File: config.mk
export PLATFORM = sky130hd
export DESIGN_NAME = url_percent_encoder
export DESIGN_NICKNAME = d
export VERILOG_FILES = /design/src/hw/rtl/urlenc_pkg.sv /design/src/hw/rtl/urlenc_front.sv /design/src/hw/rtl/urlenc_cmd_fifo.sv /design/src/hw/rtl/urlenc_back.sv /design/src/hw/rtl/url_percent_encoder.sv
export VERILOG_INCLUDE_DIRS = /design/src /design/src/hw/rtl
export SDC_FILE = /design/constraint.sdc
export NUM_CORES = 1
export LEC_CHECK = 0
export BUFFER_PORTS_ARGS = -buffer_cell sky130_fd_sc_hd__buf_2
export CAP_MARGIN = 20
export CORE_MARGIN = 5
export CORE_UTILIZATION = 30
export CTS_CLUSTER_SIZE = 28
export DETAILED_ROUTE_END_ITERATION = 7
export HOLD_SLACK_MARGIN = 0.02
export PLACE_DENSITY_LB_ADDON = 0.1
export SYNTH_ARGS = -nofsm -noshare
export SYNTH_HDL_FRONTEND = slang
export SYNTH_SLANG_ARGS = --single-unit
export TNS_END_PERCENT = 20
File: constraint.sdc
create_clock -name clk -period 5.3 [get_ports clk]
set_clock_uncertainty 0.05 [all_clocks]
set_input_delay 1.59 -clock clk [delete_from_list [all_inputs] [get_ports clk]]
set_output_delay 1.59 -clock clk [all_outputs]
set_load 0.01 [all_outputs]
File: src/hw/rtl/url_percent_encoder_assert.svh
// assertion macros for the url percent encoder
`ifndef URL_PERCENT_ENCODER_ASSERT_SVH
`define URL_PERCENT_ENCODER_ASSERT_SVH

// same-cycle implication, checked outside reset
`define UPE_ASSERT_NOW(label, ante, cons, msg) \
	label: assert property (@(posedge clk) disable iff (!arst_n) (ante) |-> (cons)) \
		else $error(msg);

// next-cycle implication, checked outside reset
`define UPE_ASSERT_NEXT(label, ante, cons, msg) \
	label: assert property (@(posedge clk) disable iff (!arst_n) (ante) |=> (cons)) \
		else $error(msg);

`endif

File: src/hw/rtl/urlenc_pkg.sv
// shared types, constants and helper functions of the url percent encoder
`timescale 1ns / 1ps

package urlenc_pkg;

	// command kinds passed from front to back
	localparam logic [1:0] KIND_NONE  = 2'd0;
	localparam logic [1:0] KIND_ONE   = 2'd1;
	localparam logic [1:0] KIND_THREE = 2'd2;

	// characters
	localparam logic [7:0] CH_PLUS    = 8'h2b;
	localparam logic [7:0] CH_SPACE   = 8'h20;
	localparam logic [7:0] CH_PERCENT = 8'h25;
	localparam logic [7:0] CH_COLON   = 8'h3a;
	localparam logic [7:0] CH_COMMA   = 8'h2c;
	localparam logic [7:0] CH_DOT     = 8'h2e;
	localparam logic [7:0] CH_MINUS   = 8'h2d;
	localparam logic [7:0] CH_UNDER   = 8'h5f;
	localparam logic [7:0] CH_STAR    = 8'h2a;
	localparam logic [7:0] CH_LBRACE  = 8'h7b;
	localparam logic [7:0] CH_RBRACE  = 8'h7d;
	localparam logic [7:0] CH_DQUOTE  = 8'h22;
	localparam logic [7:0] CH_ZERO    = 8'h30;
	localparam logic [7:0] CH_LOWER_A = 8'h61;

	localparam logic [15:0] CAP_RESET = 16'd1024;

	// command queue geometry
	localparam int CMD_DEPTH = 4;
	localparam int CMD_PTR_W = $clog2(CMD_DEPTH);

	// one classified input word
	typedef struct packed {
		logic [1:0]  kind;
		logic [7:0]  ch;
		logic        last;
		logic [15:0] len;
		logic        failed;
	} cmd_t;

	// front state seen by the top level
	typedef struct packed {
		logic [15:0] out_count;
		logic        fail;
	} front_status_t;

	function automatic logic passes_unchanged(input logic [7:0] c);
		logic r;
		r = (c inside {[8'h41:8'h5a], [8'h61:8'h7a], [8'h30:8'h39],
			CH_COLON, CH_COMMA, CH_DOT, CH_MINUS, CH_UNDER,
			CH_STAR, CH_LBRACE, CH_RBRACE, CH_DQUOTE});
		return r;
	endfunction

	function automatic logic [7:0] hex_digit(input logic [3:0] nib);
		logic [7:0] r;
		if (nib < 4'd10) begin
			r = CH_ZERO + {4'd0, nib};
		end else begin
			r = CH_LOWER_A + {4'd0, nib} - 8'd10;
		end
		return r;
	endfunction

endpackage

File: src/hw/rtl/urlenc_front.sv
// front part: capacity register, classification and per-string count state
`timescale 1ns / 1ps

module urlenc_front (
	input  logic                     clk,
	input  logic                     arst_n,
	input  logic                     out_capacity_we,
	input  logic [15:0]              out_capacity_wdata,
	input  logic                     accept,
	input  logic [7:0]               in_byte,
	input  logic                     in_last,
	output logic                     cmd_push,
	output urlenc_pkg::cmd_t         cmd,
	output urlenc_pkg::front_status_t status
);

	logic [15:0] cap_q;
	logic [15:0] count_q;
	logic        fail_q;

	logic        can_emit;
	logic        fits3;
	logic [1:0]  kind;
	logic [7:0]  ch;
	logic [15:0] count_next;
	logic        fail_next;

	// capacity register
	always_ff @(posedge clk or negedge arst_n) begin
		if (!arst_n) begin
			cap_q <= urlenc_pkg::CAP_RESET;
		end else if (out_capacity_we) begin
			cap_q <= out_capacity_wdata;
		end
	end

	// classify the byte against the running count
	always_comb begin
		can_emit   = !fail_q && (count_q < cap_q);
		fits3      = ({1'b0, count_q} + 17'd3) < {1'b0, cap_q};
		kind       = urlenc_pkg::KIND_NONE;
		ch         = in_byte;
		count_next = count_q;
		fail_next  = fail_q;
		if (can_emit) begin
			if (urlenc_pkg::passes_unchanged(in_byte)) begin
				kind       = urlenc_pkg::KIND_ONE;
				count_next = count_q + 16'd1;
			end else if (in_byte == urlenc_pkg::CH_SPACE) begin
				kind       = urlenc_pkg::KIND_ONE;
				ch         = urlenc_pkg::CH_PLUS;
				count_next = count_q + 16'd1;
			end else if (fits3) begin
				kind       = urlenc_pkg::KIND_THREE;
				count_next = count_q + 16'd3;
			end else begin
				fail_next = 1'b1;
			end
		end
	end

	// command word for the back part
	always_comb begin
		cmd.kind   = kind;
		cmd.ch     = ch;
		cmd.last   = in_last;
		cmd.len    = fail_next ? 16'd0 : count_next;
		cmd.failed = fail_next;
		cmd_push   = accept && ((kind != urlenc_pkg::KIND_NONE) || in_last);
	end

	// per-string state, cleared after the last byte
	always_ff @(posedge clk or negedge arst_n) begin
		if (!arst_n) begin
			count_q <= 16'd0;
			fail_q  <= 1'b0;
		end else if (accept) begin
			if (in_last) begin
				count_q <= 16'd0;
				fail_q  <= 1'b0;
			end else begin
				count_q <= count_next;
				fail_q  <= fail_next;
			end
		end
	end

	assign status.out_count = count_q;
	assign status.fail      = fail_q;

endmodule

File: src/hw/rtl/urlenc_cmd_fifo.sv
// short command queue between front and back
`timescale 1ns / 1ps

module urlenc_cmd_fifo (
	input  logic             clk,
	input  logic             arst_n,
	input  logic             push,
	input  urlenc_pkg::cmd_t wdata,
	output logic             full,
	input  logic             pop,
	output logic             avail,
	output urlenc_pkg::cmd_t rdata
);

	urlenc_pkg::cmd_t                   mem_q [urlenc_pkg::CMD_DEPTH];
	logic [urlenc_pkg::CMD_PTR_W-1:0]   wr_ptr_q;
	logic [urlenc_pkg::CMD_PTR_W-1:0]   rd_ptr_q;
	logic [urlenc_pkg::CMD_PTR_W:0]     count_q;

	assign full  = (count_q == (urlenc_pkg::CMD_PTR_W + 1)'(urlenc_pkg::CMD_DEPTH));
	assign avail = (count_q != '0);
	assign rdata = mem_q[rd_ptr_q];

	// entry storage
	always_ff @(posedge clk) begin
		if (push) begin
			mem_q[wr_ptr_q] <= wdata;
		end
	end

	// pointers and fill count
	always_ff @(posedge clk or negedge arst_n) begin
		if (!arst_n) begin
			wr_ptr_q <= '0;
			rd_ptr_q <= '0;
			count_q  <= '0;
		end else begin
			if (push) begin
				wr_ptr_q <= wr_ptr_q + 1'b1;
			end
			if (pop) begin
				rd_ptr_q <= rd_ptr_q + 1'b1;
			end
			if (push && !pop) begin
				count_q <= count_q + 1'b1;
			end else if (pop && !push) begin
				count_q <= count_q - 1'b1;
			end
		end
	end

endmodule

File: src/hw/rtl/urlenc_back.sv
// back part: expands commands into result words and holds the output register
`timescale 1ns / 1ps

module urlenc_back (
	input  logic             clk,
	input  logic             arst_n,
	input  logic             cmd_avail,
	input  urlenc_pkg::cmd_t cmd,
	output logic             cmd_pop,
	output logic             empty,
	input  logic             pop,
	output logic [7:0]       out_byte,
	output logic             is_summary,
	output logic             run_end,
	output logic [15:0]      total_length,
	output logic             failed
);

	logic [1:0]  step_q;
	logic        out_valid_q;
	logic [7:0]  byte_q;
	logic        summ_q;
	logic        end_q;
	logic [15:0] len_q;
	logic        fail_q;

	logic [2:0]  nbytes;
	logic [2:0]  nres;
	logic        final_step;
	logic        load;
	logic [7:0]  next_byte;
	logic        next_summ;

	// result count and the word for the current step
	always_comb begin
		case (cmd.kind)
			urlenc_pkg::KIND_ONE:   nbytes = 3'd1;
			urlenc_pkg::KIND_THREE: nbytes = 3'd3;
			default:                nbytes = 3'd0;
		endcase
		nres       = nbytes + {2'd0, cmd.last};
		final_step = (({1'b0, step_q} + 3'd1) == nres);
		next_summ  = ({1'b0, step_q} >= nbytes);
		next_byte  = 8'd0;
		if (!next_summ) begin
			if (cmd.kind == urlenc_pkg::KIND_ONE) begin
				next_byte = cmd.ch;
			end else begin
				case (step_q)
					2'd0:    next_byte = urlenc_pkg::CH_PERCENT;
					2'd1:    next_byte = urlenc_pkg::hex_digit(cmd.ch[7:4]);
					default: next_byte = urlenc_pkg::hex_digit(cmd.ch[3:0]);
				endcase
			end
		end
	end

	assign load    = cmd_avail && (!out_valid_q || pop);
	assign cmd_pop = load && final_step;

	// step counter within one command
	always_ff @(posedge clk or negedge arst_n) begin
		if (!arst_n) begin
			step_q <= 2'd0;
		end else if (load) begin
			step_q <= final_step ? 2'd0 : step_q + 2'd1;
		end
	end

	// output register valid
	always_ff @(posedge clk or negedge arst_n) begin
		if (!arst_n) begin
			out_valid_q <= 1'b0;
		end else if (load) begin
			out_valid_q <= 1'b1;
		end else if (pop) begin
			out_valid_q <= 1'b0;
		end
	end

	// output register payload
	always_ff @(posedge clk) begin
		if (load) begin
			byte_q <= next_byte;
			summ_q <= next_summ;
			end_q  <= final_step;
			len_q  <= next_summ ? cmd.len : 16'd0;
			fail_q <= next_summ ? cmd.failed : 1'b0;
		end
	end

	assign empty        = !out_valid_q;
	assign out_byte     = byte_q;
	assign is_summary   = summ_q;
	assign run_end      = end_q;
	assign total_length = len_q;
	assign failed       = fail_q;

endmodule

File: src/hw/rtl/url_percent_encoder.sv
// Form-style URL percent encoder, one raw byte per input word. A byte is
// taken in every cycle while the four-entry command queue has room. Each
// byte gives zero, one or three encoded words, and the last byte of a
// string adds one summary word; the output register hands out one word per
// cycle while the reader keeps popping. The capacity register resets to
// 1024; the user must write it only while the block is idle, which the
// block itself does not enforce.
`timescale 1ns / 1ps

module url_percent_encoder (
	input  logic        clk,
	input  logic        arst_n,
	input  logic        out_capacity_we,
	input  logic [15:0] out_capacity_wdata,
	input  logic        push,
	output logic        full,
	input  logic [7:0]  in_byte,
	input  logic        in_last,
	output logic        empty,
	input  logic        pop,
	output logic [7:0]  out_byte,
	output logic        is_summary,
	output logic        run_end,
	output logic [15:0] total_length,
	output logic        failed
);

	logic                      accept;
	logic                      fifo_push;
	logic                      fifo_full;
	logic                      fifo_pop;
	logic                      fifo_avail;
	urlenc_pkg::cmd_t          front_cmd;
	urlenc_pkg::cmd_t          head_cmd;
	urlenc_pkg::front_status_t front_st;

	assign full   = fifo_full;
	assign accept = push && !fifo_full;

	// classification front
	urlenc_front u_front (
		.clk                (clk),
		.arst_n             (arst_n),
		.out_capacity_we    (out_capacity_we),
		.out_capacity_wdata (out_capacity_wdata),
		.accept             (accept),
		.in_byte            (in_byte),
		.in_last            (in_last),
		.cmd_push           (fifo_push),
		.cmd                (front_cmd),
		.status             (front_st)
	);

	// command queue
	urlenc_cmd_fifo u_fifo (
		.clk    (clk),
		.arst_n (arst_n),
		.push   (fifo_push),
		.wdata  (front_cmd),
		.full   (fifo_full),
		.pop    (fifo_pop),
		.avail  (fifo_avail),
		.rdata  (head_cmd)
	);

	// result expansion back
	urlenc_back u_back (
		.clk          (clk),
		.arst_n       (arst_n),
		.cmd_avail    (fifo_avail),
		.cmd          (head_cmd),
		.cmd_pop      (fifo_pop),
		.empty        (empty),
		.pop          (pop),
		.out_byte     (out_byte),
		.is_summary   (is_summary),
		.run_end      (run_end),
		.total_length (total_length),
		.failed       (failed)
	);

	// checks
	`include "url_percent_encoder_assert.svh"

	`UPE_ASSERT_NOW(a_no_overflow, fifo_push, !fifo_full, "command queue overflow")
	`UPE_ASSERT_NOW(a_summary_shape, !empty && is_summary, (out_byte == 8'd0) && run_end, "summary word malformed")
	`UPE_ASSERT_NOW(a_byte_shape, !empty && !is_summary, (total_length == 16'd0) && !failed, "byte word carries summary fields")
	`UPE_ASSERT_NEXT(a_state_clear, accept && in_last, (front_st.out_count == 16'd0) && !front_st.fail, "string state not cleared")

endmodule
Word-level counts from Yosys, hierarchy flattened
Memory sizes are Yosys's and may differ from the RTL's.
Cells that the tools add are included.
Cells by class
  $add $sub $neg: 16
  mux-type cells: 30
  reduce and logical (&&, ||, !) cells: 23
  equality and inequality tests: 15
  $lt $le $gt $ge: 11
Operator list (number)
  $mux W16: 6
  $eq A8 B6 Y1 const B: 7
  $mux W8: 6
  $eq A8 B7 Y1 const B: 3
  $add A16 B2 Y17 const B: 1
  $lt A17 B16 Y1: 1
  $add A16 B1 Y16 const B: 1
  $add A16 B2 Y16 const B: 1
  $add A7 B4 Y8 const A: 2
  $ge A8 B7 Y1 const B: 2
  $le A8 B7 Y1 const B: 2
  $lt A16 B16 Y1: 1
  $pmux W8 S2: 1
  $sub A8 B4 Y8 const B: 2
  $add A6 B4 Y7 const A: 2
  $reduce_bool A12 Y1: 1
  $logic_and A1 B1 Y1: 10
  $mux W2: 5
  $mux W1: 9
  $ge A8 B6 Y1 const B: 1
  $le A8 B6 Y1 const B: 1
  $lt A4 B4 Y1 const B: 2
  $add A2 B1 Y2 const B: 3
  $mux W3: 2
  15 further kinds: 23
Storage, ports and cells
  RAM bits: 112
  memories kept: 1
  register bits after elaboration: 70
  bits of input ports: 30
  output and inout bits: 29
Memory list
  u_fifo.mem_q: words 4, bits a word 28, read ports 1, clocked after Yosys merged registers in 0, wr ports 1, RTL line urlenc_cmd_fifo.sv:15  | urlenc_pkg::cmd_t mem_q [urlenc_pkg::CMD_DEPTH];

Logic depth before layout (Yosys ltp)
Gate-level depths: netlist (run 1).
  depth in word-level cells: 13
  gate-level depth with buffers: 22
  gate-level depth less buffers: 20

Modules after synthesis
Synthesis (run 1) repeated with hierarchy kept, for this count alone.
Unflattened totals
  cells, all modules: 711
  area, all modules: 9202.6 um^2
By module, submodules not included
  urlenc_cmd_fifo: sequential area each 3538.4 um^2, cells each 180, times used 1, area each 4436.8 um^2
  urlenc_front: sequential area each 827.0 um^2, cells each 394, times used 1, area each 3185.6 um^2
  urlenc_back: sequential area each 885.8 um^2, cells each 136, times used 1, area each 1566.5 um^2
  url_percent_encoder: sequential area each 0.0 um^2, cells each 1, times used 1, area each 13.8 um^2

Worst setup path after synthesis (run 1)
Ideal clock, no wire load.
  path type: input to register
  from: in in_byte[6]
  to: mem u_fifo.mem_q[0][0] (netlist name) (enable)
  cell stages on the path: 8
  data required time: 4.863 ns
  arrival time: 3.858 ns
  setup slack: 1.004 ns
  path buffers: 0
  setup time: 0.387 ns
  cells stage by stage: or4b_4 a311oi_4 nor2_4 nand2_4 a21oi_4 or2_4 a21oi_4 and2_1
On the way
  cells in the longest elaborated chain, start to end: 10
  elaborated cells on any way between the ends: 28
RTL lines
  start: declaration: RTL line url_percent_encoder.sv:17  | input logic [7:0] in_byte,
  $ge A8 B7 Y1, or another cell as far along: RTL line urlenc_pkg.sv:50  | r = (c inside {[8'h41:8'h5a], [8'h61:8'h7a], [8'h30:8'h39],
  $logic_and A1 B1 Y1: RTL line urlenc_pkg.sv:50
  $reduce_bool A12 Y1: RTL line urlenc_pkg.sv:50
  $mux W2 *: RTL line urlenc_front.sv:46  | if (urlenc_pkg::passes_unchanged(in_byte)) begin
  $mux W2 *: RTL line urlenc_front.sv:45  | if (can_emit) begin
  $reduce_bool A2 Y1 *: RTL line urlenc_front.sv:69  | cmd_push = accept && ((kind != urlenc_pkg::KIND_NONE) || in_last);
  $logic_or A1 B1 Y1 *: RTL line urlenc_front.sv:69
  $logic_and A1 B1 Y1 *: RTL line urlenc_front.sv:69
  via fifo_push: RTL line url_percent_encoder.sv:29  | logic fifo_push;
  $mux W1 *: RTL line urlenc_cmd_fifo.sv:26  | if (push) begin
  $mux W1 (implied by the code) *: RTL line urlenc_cmd_fifo.sv:27  | mem_q[wr_ptr_q] <= wdata;
  end: declaration: RTL line urlenc_cmd_fifo.sv:15
The timed path passes the listed nets; every way through them passes the cells marked *.

Worst setup path in the final report (run 1)
  from: reg u_front.count_q[0]
  to: reg u_fifo.count_q[2] (netlist name)
On the way
  cells in the longest elaborated chain, start to end: 12
  elaborated cells on any way between the ends: 16
RTL lines
  start: declaration: RTL line urlenc_front.sv:18  | logic [15:0] count_q;
  start signal: assignment: RTL line urlenc_front.sv:82  | count_q <= count_next;
  $add A16 B2 Y17: RTL line urlenc_front.sv:40  | fits3 = ({1'b0, count_q} + 17'd3) < {1'b0, cap_q};
  $lt A17 B16 Y1: RTL line urlenc_front.sv:40
  $mux W2: RTL line urlenc_front.sv:53  | end else if (fits3) begin
  $mux W2: RTL line urlenc_front.sv:49  | end else if (in_byte == urlenc_pkg::CH_SPACE) begin
  $mux W2: RTL line urlenc_front.sv:46
  $mux W2 *: RTL line urlenc_front.sv:45
  $reduce_bool A2 Y1 *: RTL line urlenc_front.sv:69
  $logic_or A1 B1 Y1 *: RTL line urlenc_front.sv:69
  $logic_and A1 B1 Y1 *: RTL line urlenc_front.sv:69
  via fifo_push: RTL line url_percent_encoder.sv:29
  $logic_not A1 Y1: RTL line urlenc_cmd_fifo.sv:46  | end else if (pop && !push) begin
  $logic_and A1 B1 Y1: RTL line urlenc_cmd_fifo.sv:46
  $reduce_bool A2 Y1 (no source line)
  end signal: assignment: RTL line urlenc_cmd_fifo.sv:45  | count_q <= count_q + 1'b1;
  end signal: assignment: RTL line urlenc_cmd_fifo.sv:47  | count_q <= count_q - 1'b1;
  end: declaration: RTL line urlenc_cmd_fifo.sv:18  | logic [urlenc_pkg::CMD_PTR_W:0] count_q;
Marks and branches as above.
A chain may end at the register's enable or synchronous reset.

==> flow_metrics.env, run 1 <==
export IMPL_status="completed"
export IMPL_drive_gt1_share_pct=21.16
export IMPL_synth_edf_count=139
export IMPL_post_cts_resized=0
export IMPL_cp_buffers_inverters=2
export IMPL_diodes=0
export IMPL_leakage_nw=4.122
export IMPL_cts_root_buf="clkbuf_16"
export IMPL_gr_usage_all_layers_pct=12.80
export IMPL_final_setup_tns_ns=0
export IMPL_slowest_delay_ns=0.55
export IMPL_drt_iter0_markers=357
export IMPL_drtPass1Iterations=6
export IMPL_drv_cap=0
export IMPL_hold_depth=1
export IMPL_die_w_um=186.9
export IMPL_post_route_drc_count=0
export IMPL_min_path_type="reg -> reg"
export IMPL_detail_route_wl_per_cell_um=18.32
export IMPL_pin_count=59
export IMPL_synth_compound_area_share_pct=11.00
export IMPL_intPower_w=0.003882
export IMPL_yosys_most_used_dff="edfxtp_1"
export IMPL_avgViaCountPerCell=4.991
export IMPL_fin_cells=1209
export IMPL_synth_top_family_by_area="simple AND/OR/NAND/NOR gates"
export IMPL_holdPathEnd="u_fifo.count_q[2]$_DFFE_PN0P_"
export IMPL_setup_viol=0
export IMPL_timing_rr_end="u_fifo.count_q[2]$_DFFE_PN0P_"
export IMPL_syn_area_um2=9387
export IMPL_dp_cells=1176
export IMPL_switching_share_pct=37.87
export IMPL_switchingPower_w=0.002367
export IMPL_clkPwrFrac_pct=19.8
export IMPL_grt_pass1_wl_um=35510
export IMPL_crit_chain="inv_1, ha_1, nand4b_1, nor2_1, xor2_1, ha_1, a21o_1, a21oi_1, and4_4, a21oi_4, or2_4, a21oi_4, ha_1, inv_1, fa_1, xor2_1, nor2_1, xor2_1"
export IMPL_area_growth_pct=13.54
export IMPL_die_area_um2=34930
export IMPL_crit_slowest_cell="nand4b_1"
export IMPL_cts_hold_buffers=0
export IMPL_worstSetupStartpointType="flip-flop"
export IMPL_r2r_setup_slack_ns=0.48
export IMPL_fillers=3127
export IMPL_io_buffers=58
export IMPL_worst_setup_path_type="reg -> reg"
export IMPL_irDropWorstVdd_uv=245.2
export IMPL_power_frac_comb_pct=41.5
export IMPL_wirelength_um=22150
export IMPL_cts_tree="done"
export IMPL_ys_ff_latch=182
export IMPL_first_global_vias=6332
export IMPL_ys_types=80
export IMPL_synth_mux_area_share_pct=7.758
export IMPL_ant_nets=0
export IMPL_core_area_um2=30750
export IMPL_htreeDepth=4
export IMPL_finalCritPeriodShare_pct=90.93
export IMPL_rr_worst_depth=18
export IMPL_yosys_area_share_simple_pct=11.54
export IMPL_cts_sinks=182
export IMPL_synth_yosys_seq_area_share_pct=55.95
export IMPL_power_total_w=0.006249
export IMPL_hpwlAfterDp_um=15570
export IMPL_rows=64
export IMPL_cp_end_kind="flip-flop"
export IMPL_hold_viol=0
export IMPL_grt_max_degree=44
export IMPL_min_period_ns=4.819
export IMPL_cp_top_family="simple AND/OR/NAND/NOR gates"
export IMPL_max_freq_mhz=207.5
export IMPL_path_clk_slew_ns=0.08
export IMPL_maxSlewViolCount=0
export IMPL_ys_warn_count=0
export IMPL_hp_start="u_fifo.count_q[2]$_DFFE_PN0P_"
export IMPL_gp_congestion=0.8738
export IMPL_slew_limit_headroom_pct=39.12
export IMPL_clk_latency_ns=0.43
export IMPL_syn_avg_cell_area_um2=12.45
export IMPL_crit_fanout=11
export IMPL_final_nets=879
export IMPL_start_util_pct=30.53
export IMPL_synth_xor_xnor_area_share_pct=2.986
export IMPL_rsz0062_at_grt="no"
export IMPL_crit_arrival_ns=5.13
export IMPL_cts_buffers=17
export IMPL_synthCells=754
export IMPL_worstMarginPinSlew_ns=0.9092
export IMPL_clockBufferDepth=2
export IMPL_grt_overflow=0
export IMPL_synth_fa_ha_area_share_pct=6.612
export IMPL_reg2reg_from="u_front.count_q[0]$_DFFE_PN0P_"
export IMPL_antenna_found_initial=0
export IMPL_synthArstFlopShare_pct=23.63
export IMPL_num_vias=6034
export IMPL_die_y_um=186.9
export IMPL_pwr_share_seq_pct=38.7
export IMPL_cp_required_ns=5.61
export IMPL_synth_nets=833
export IMPL_post_cts_setup_buffers=0
export IMPL_powerDensity_nw_per_um2=586.3
[synth_stat cells, types with 4 or more instances]
library cell	number	share of area, %
buf_2	15	0.80
nand4_1	10	0.67
inv_1	43	1.7
xnor2_1	18	1.7
clkbuf_1	24	0.96
nand2_1	66	2.6
ha_1	48	6.4
and2_1	23	1.5
buf_6	5	0.60
edfxtp_1	139	44
or2_2	5	0.33
a22oi_1	6	0.48
o21ai_1	13	0.69
mux4_2	28	6.7
o21ai_0	40	2.1
a21o_1	9	0.72
xor2_1	14	1.3
mux2i_1	6	0.64
o22ai_1	9	0.60
nor3_1	14	0.75
nand3_1	10	0.53
o311ai_1	4	0.37
nor2_1	49	2.0
dfrtp_1	42	11
a21oi_1	30	1.6
nand2b_1	8	0.53
nor2b_1	4	0.27
[registers in the layout, indices dropped and copies added (netlist names)]
signal	cells
u_back.total_length	16
u_back.out_byte	8
u_fifo.mem_q	112
u_fifo.count_q	3
u_front.cap_q	16
u_back.out_valid_q	1
u_fifo.rd_ptr_q	2
u_back.failed	1
u_fifo.wr_ptr_q	2
u_back.run_end	1
u_front.fail_q	1
u_front.count_q	16
u_back.is_summary	1
u_back.step_q	2
[stage by stage]
stage	setup WS, ns	hold WS [ns]	area, um2	utilization, %
2_1_floorplan	1.004	0.4141	9387	-
3_3_place_gp	0.6084	0.4345	10060	32.71
3_5_place_dp	0.5138	0.4442	10060	32.71
4_1_cts	0.4962	0.4557	10640	34.59
5_1_grt	0.1575	0.4801	10660	34.66
6_report	0.4806	0.4490	10660	34.66
[placed cells by master (no fill, tap or decap), types with 17 or more instances in the layout]
master     Yosys  routed
and2_1        23      23
mux4_2        28      28
dfrtp_1       42      41
inv_1         43      43
nor2_1        49      49
nand2_1       66      66
edfxtp_1     139     139
a21oi_1       30      30
ha_1          48      48
xnor2_1       18      18
clkbuf_16      0      17
o21ai_0       40      40
buf_2         15      58
[power groups by stage]
stage	Sequential, W	Clock, W	Combinational, W
2_1_floorplan	0.00238	0	0.00190
3_3_place_gp	0.00243	0	0.00262
5_1_grt	0.00247	0.00134	0.00292
4_1_cts	0.00242	0.00128	0.00266
3_5_place_dp	0.00246	0	0.00265
6_report	0.00242	0.00123	0.00260
[metal layers]
metal	part of all wire [%]	track usage, %	vias to the layer above
met5	0	0	-
met4	2.2	4.152	0
met3	4.2	2.520	33
met2	46	20.04	149
met1	48	17.98	2985
li1	-	-	2867
[cell families (layout without fill, tap and decap cells)]
group           after synthesis  after routing
simple gates                214            214
mux                          37             37
compound gates              151            151
buf+inv                      89            148
fa+ha+maj                    49             49
flops                       182            182
xor+xnor                     32             32
[cell type report]
type | instances | area [um2] | area share [%]
multi-input combinational | 483 | 3752 | 35.21
tap | 396 | 495.5 | 4.649
clock buffer | 17 | 425.4 | 3.992
clock inverter | 15 | 155.1 | 1.456
timing repair buffer | 73 | 415.4 | 3.898
inverter | 43 | 161.4 | 1.514
sequential | 182 | 5253 | 49.28
[how the worst max path moves through the flow]
stage | start | to | slack (ns) | depth (start not counted)
floorplan | in_byte[6] | u_fifo.mem_q[0][0]$_DFFE_PP_ | 1.00 | 8
global route | u_front.count_q[0]$_DFFE_PN0P_ | u_fifo.count_q[2]$_DFFE_PN0P_ | 0.16 | 18
global placement | in_byte[6] | u_fifo.count_q[2]$_DFFE_PN0P_ | 0.61 | 14
finish | u_front.count_q[0]$_DFFE_PN0P_ | u_fifo.count_q[2]$_DFFE_PN0P_ | 0.48 | 18
CTS | u_front.count_q[0]$_DFFE_PN0P_ | u_fifo.count_q[2]$_DFFE_PN0P_ | 0.50 | 18
detailed placement | u_front.count_q[0]$_DFFE_PN0P_ | u_fifo.count_q[2]$_DFFE_PN0P_ | 0.51 | 18
Note: power is estimated with default switching activity, not from simulation.
==> run 2: changes to the inputs <==
- CELL_PAD_IN_SITES_DETAIL_PLACEMENT: unset -> 1
- CELL_PAD_IN_SITES_GLOBAL_PLACEMENT: unset -> 1
- PLACE_DENSITY: unset -> 0.61
- PLACE_DENSITY_LB_ADDON: 0.1 -> unset
==> run 2 against run 1 <==
Effect of this change:
- sequential power about the same
- via count hardly changed
- critical path depth up 1
- register-to-register slack improved by 0.13 ns
- first-iteration DRC count fell by 22%
- non-clock buffer count rose by 2
- critical path type unchanged
==> flow_metrics.env, run 2 (synthesis gave the netlist of run 1 again) <==
export IMPL_gp_congestion=0.8310
export IMPL_power_frac_comb_pct=41.4
export IMPL_switching_share_pct=38.40
export IMPL_clkPwrFrac_pct=20.5
export IMPL_final_setup_tns_ns=0
export IMPL_drt_iter0_markers=279
export IMPL_grt_max_degree=34
export IMPL_maxSlewViolCount=0
export IMPL_regArea_um2=5253
export IMPL_ant_nets=0
export IMPL_pin_count=59
export IMPL_wirelength_um=22120
export IMPL_die_area_um2=34930
export IMPL_detail_route_wl_per_cell_um=18.27
export IMPL_finalCritPeriodShare_pct=88.49
export IMPL_first_global_vias=6442
export IMPL_slew_limit_headroom_pct=55.95
export IMPL_num_vias=6037
export IMPL_grt_overflow=0
export IMPL_avgViaCountPerCell=4.985
export IMPL_die_y_um=186.9
export IMPL_post_route_drc_count=0
export IMPL_rows=64
export IMPL_clk_latency_ns=0.43
export IMPL_clockBufferDepth=2
export IMPL_powerDensity_nw_per_um2=594.2
export IMPL_io_buffers=58
export IMPL_antenna_found_initial=0
export IMPL_regMostFlops="u_fifo.mem_q"
export IMPL_diodes=0
export IMPL_die_w_um=186.9
export IMPL_cp_end_kind="flip-flop"
export IMPL_pwr_share_seq_pct=38.1
export IMPL_crit_fanout=11
export IMPL_drive_gt1_share_pct=21.35
export IMPL_cts_hold_buffers=0
export IMPL_rsz0062_at_grt="no"
export IMPL_cts_buffers=17
export IMPL_hpwlAfterDp_um=15810
export IMPL_hold_viol=0
export IMPL_drv_cap=0
export IMPL_drtPass1Iterations=4
export IMPL_min_period_ns=4.690
export IMPL_intPower_w=0.003915
export IMPL_cts_tree="done"
export IMPL_fillers=3323
export IMPL_path_clk_slew_ns=0.08
export IMPL_worstSetupStartpointType="flip-flop"
export IMPL_start_util_pct=30.53
export IMPL_r2r_setup_slack_ns=0.61
export IMPL_gr_usage_all_layers_pct=12.93
export IMPL_min_path_type="reg -> reg"
export IMPL_fin_cells=1211
export IMPL_cts_sinks=182
export IMPL_status="completed"
export IMPL_setup_viol=0
export IMPL_cts_root_buf="clkbuf_16"
export IMPL_utilization_pct=34.79
export IMPL_crit_arrival_ns=4.99
export IMPL_post_cts_setup_buffers=0
export IMPL_final_common_cell="edfxtp_1"
export IMPL_largest_register_ffs=112
export IMPL_worstMarginPinSlew_ns=0.6579
export IMPL_area_growth_pct=13.96
export IMPL_grt_pass1_wl_um=36120
export IMPL_dp_cells=1179
export IMPL_irDropWorstVdd_uv=235.6
export IMPL_final_cell_mix="139 x edfxtp_1, 66 x nand2_1, 58 x buf_2"
export IMPL_max_freq_mhz=213.2
export IMPL_worst_setup_path_type="reg -> reg"
export IMPL_core_area_um2=30750
export IMPL_post_cts_resized=0
export IMPL_multi_input_area_um2=3752
export IMPL_cp_required_ns=5.60
export IMPL_switchingPower_w=0.002441
export IMPL_leakage_nw=4.150
export IMPL_htreeDepth=4
export IMPL_final_nets=881
==> run 2: cell type report <==
cell class | instances | share of cell area (%)
Inverter | 43 | 1.509
Clock buffer | 17 | 3.977
Clock inverter | 15 | 1.790
Sequential cell | 182 | 49.11
Tap cell | 396 | 4.632
Timing Repair Buffer | 75 | 3.907
Multi-Input combinational cell | 483 | 35.08
==> run 2: path summary, 6_finish.rpt <==
path / from / endpoint / depth (start not counted)
worst max-delay path: u_front.count_q[0]$_DFFE_PN0P_ / u_fifo.count_q[2]$_DFFE_PN0P_ / 19
worst min-delay path: u_fifo.count_q[2]$_DFFE_PN0P_ / u_fifo.count_q[2]$_DFFE_PN0P_ / 1
worst max register to register: u_front.count_q[0]$_DFFE_PN0P_ / u_fifo.count_q[2]$_DFFE_PN0P_ / 19
worst min register to register: u_fifo.count_q[2]$_DFFE_PN0P_ / u_fifo.count_q[2]$_DFFE_PN0P_ / 1
max in group asynchronous: arst_n / u_fifo.rd_ptr_q[0]$_DFFE_PN0P_ / 2
min in group asynchronous: arst_n / u_front.cap_q[11]$_DFFE_PN0P_ / 1
==> run 2: metal layers <==
metal	up-vias	part of all wire [%]	GRT usage, %
met4	0	0.97	2.958
met5	-	0	0
met3	17	3.5	2.482
li1	2866	-	-
met2	121	48	21.24
met1	3033	47	17.87
==> run 2: through the flow <==
step	power [W]	setup WS (ns)	hold WS, ns	instance area [um2]
2_1_floorplan	0.004276	1.004	0.4141	9387
3_3_place_gp	0.005036	0.6278	0.4342	10080
3_5_place_dp	0.005114	0.5968	0.4442	10080
4_1_cts	0.006451	0.6009	0.4596	10700
5_1_grt	0.006837	0.2711	0.4822	10700
6_report	0.006356	0.6099	0.4526	10700
==> run 2: critical path, cell delays in order (launching register included) <==
cell and delay, ns:
dfrtp_1 0.56, inv_1 0.19, ha_1 0.34, nand4b_1 0.26, buf_4 0.23, nor2_1 0.14
xor2_1 0.17, ha_1 0.26, a21o_1 0.18, a21oi_1 0.18, and4_4 0.32, a21oi_4 0.09
or2_4 0.28, a21oi_4 0.28, ha_1 0.24, inv_1 0.06, fa_1 0.37, xor2_1 0.15
nor2_1 0.11, xor2_1 0.16
==> run 2: power groups by stage <==
stage / combinational [W] / clock (W) / sequential, W
2_1_floorplan: 0.00190 / 0 / 0.00238
5_1_grt: 0.00295 / 0.00141 / 0.00247
3_3_place_gp: 0.00260 / 0 / 0.00244
6_report: 0.00263 / 0.00131 / 0.00242
4_1_cts: 0.00268 / 0.00134 / 0.00243
3_5_place_dp: 0.00265 / 0 / 0.00246
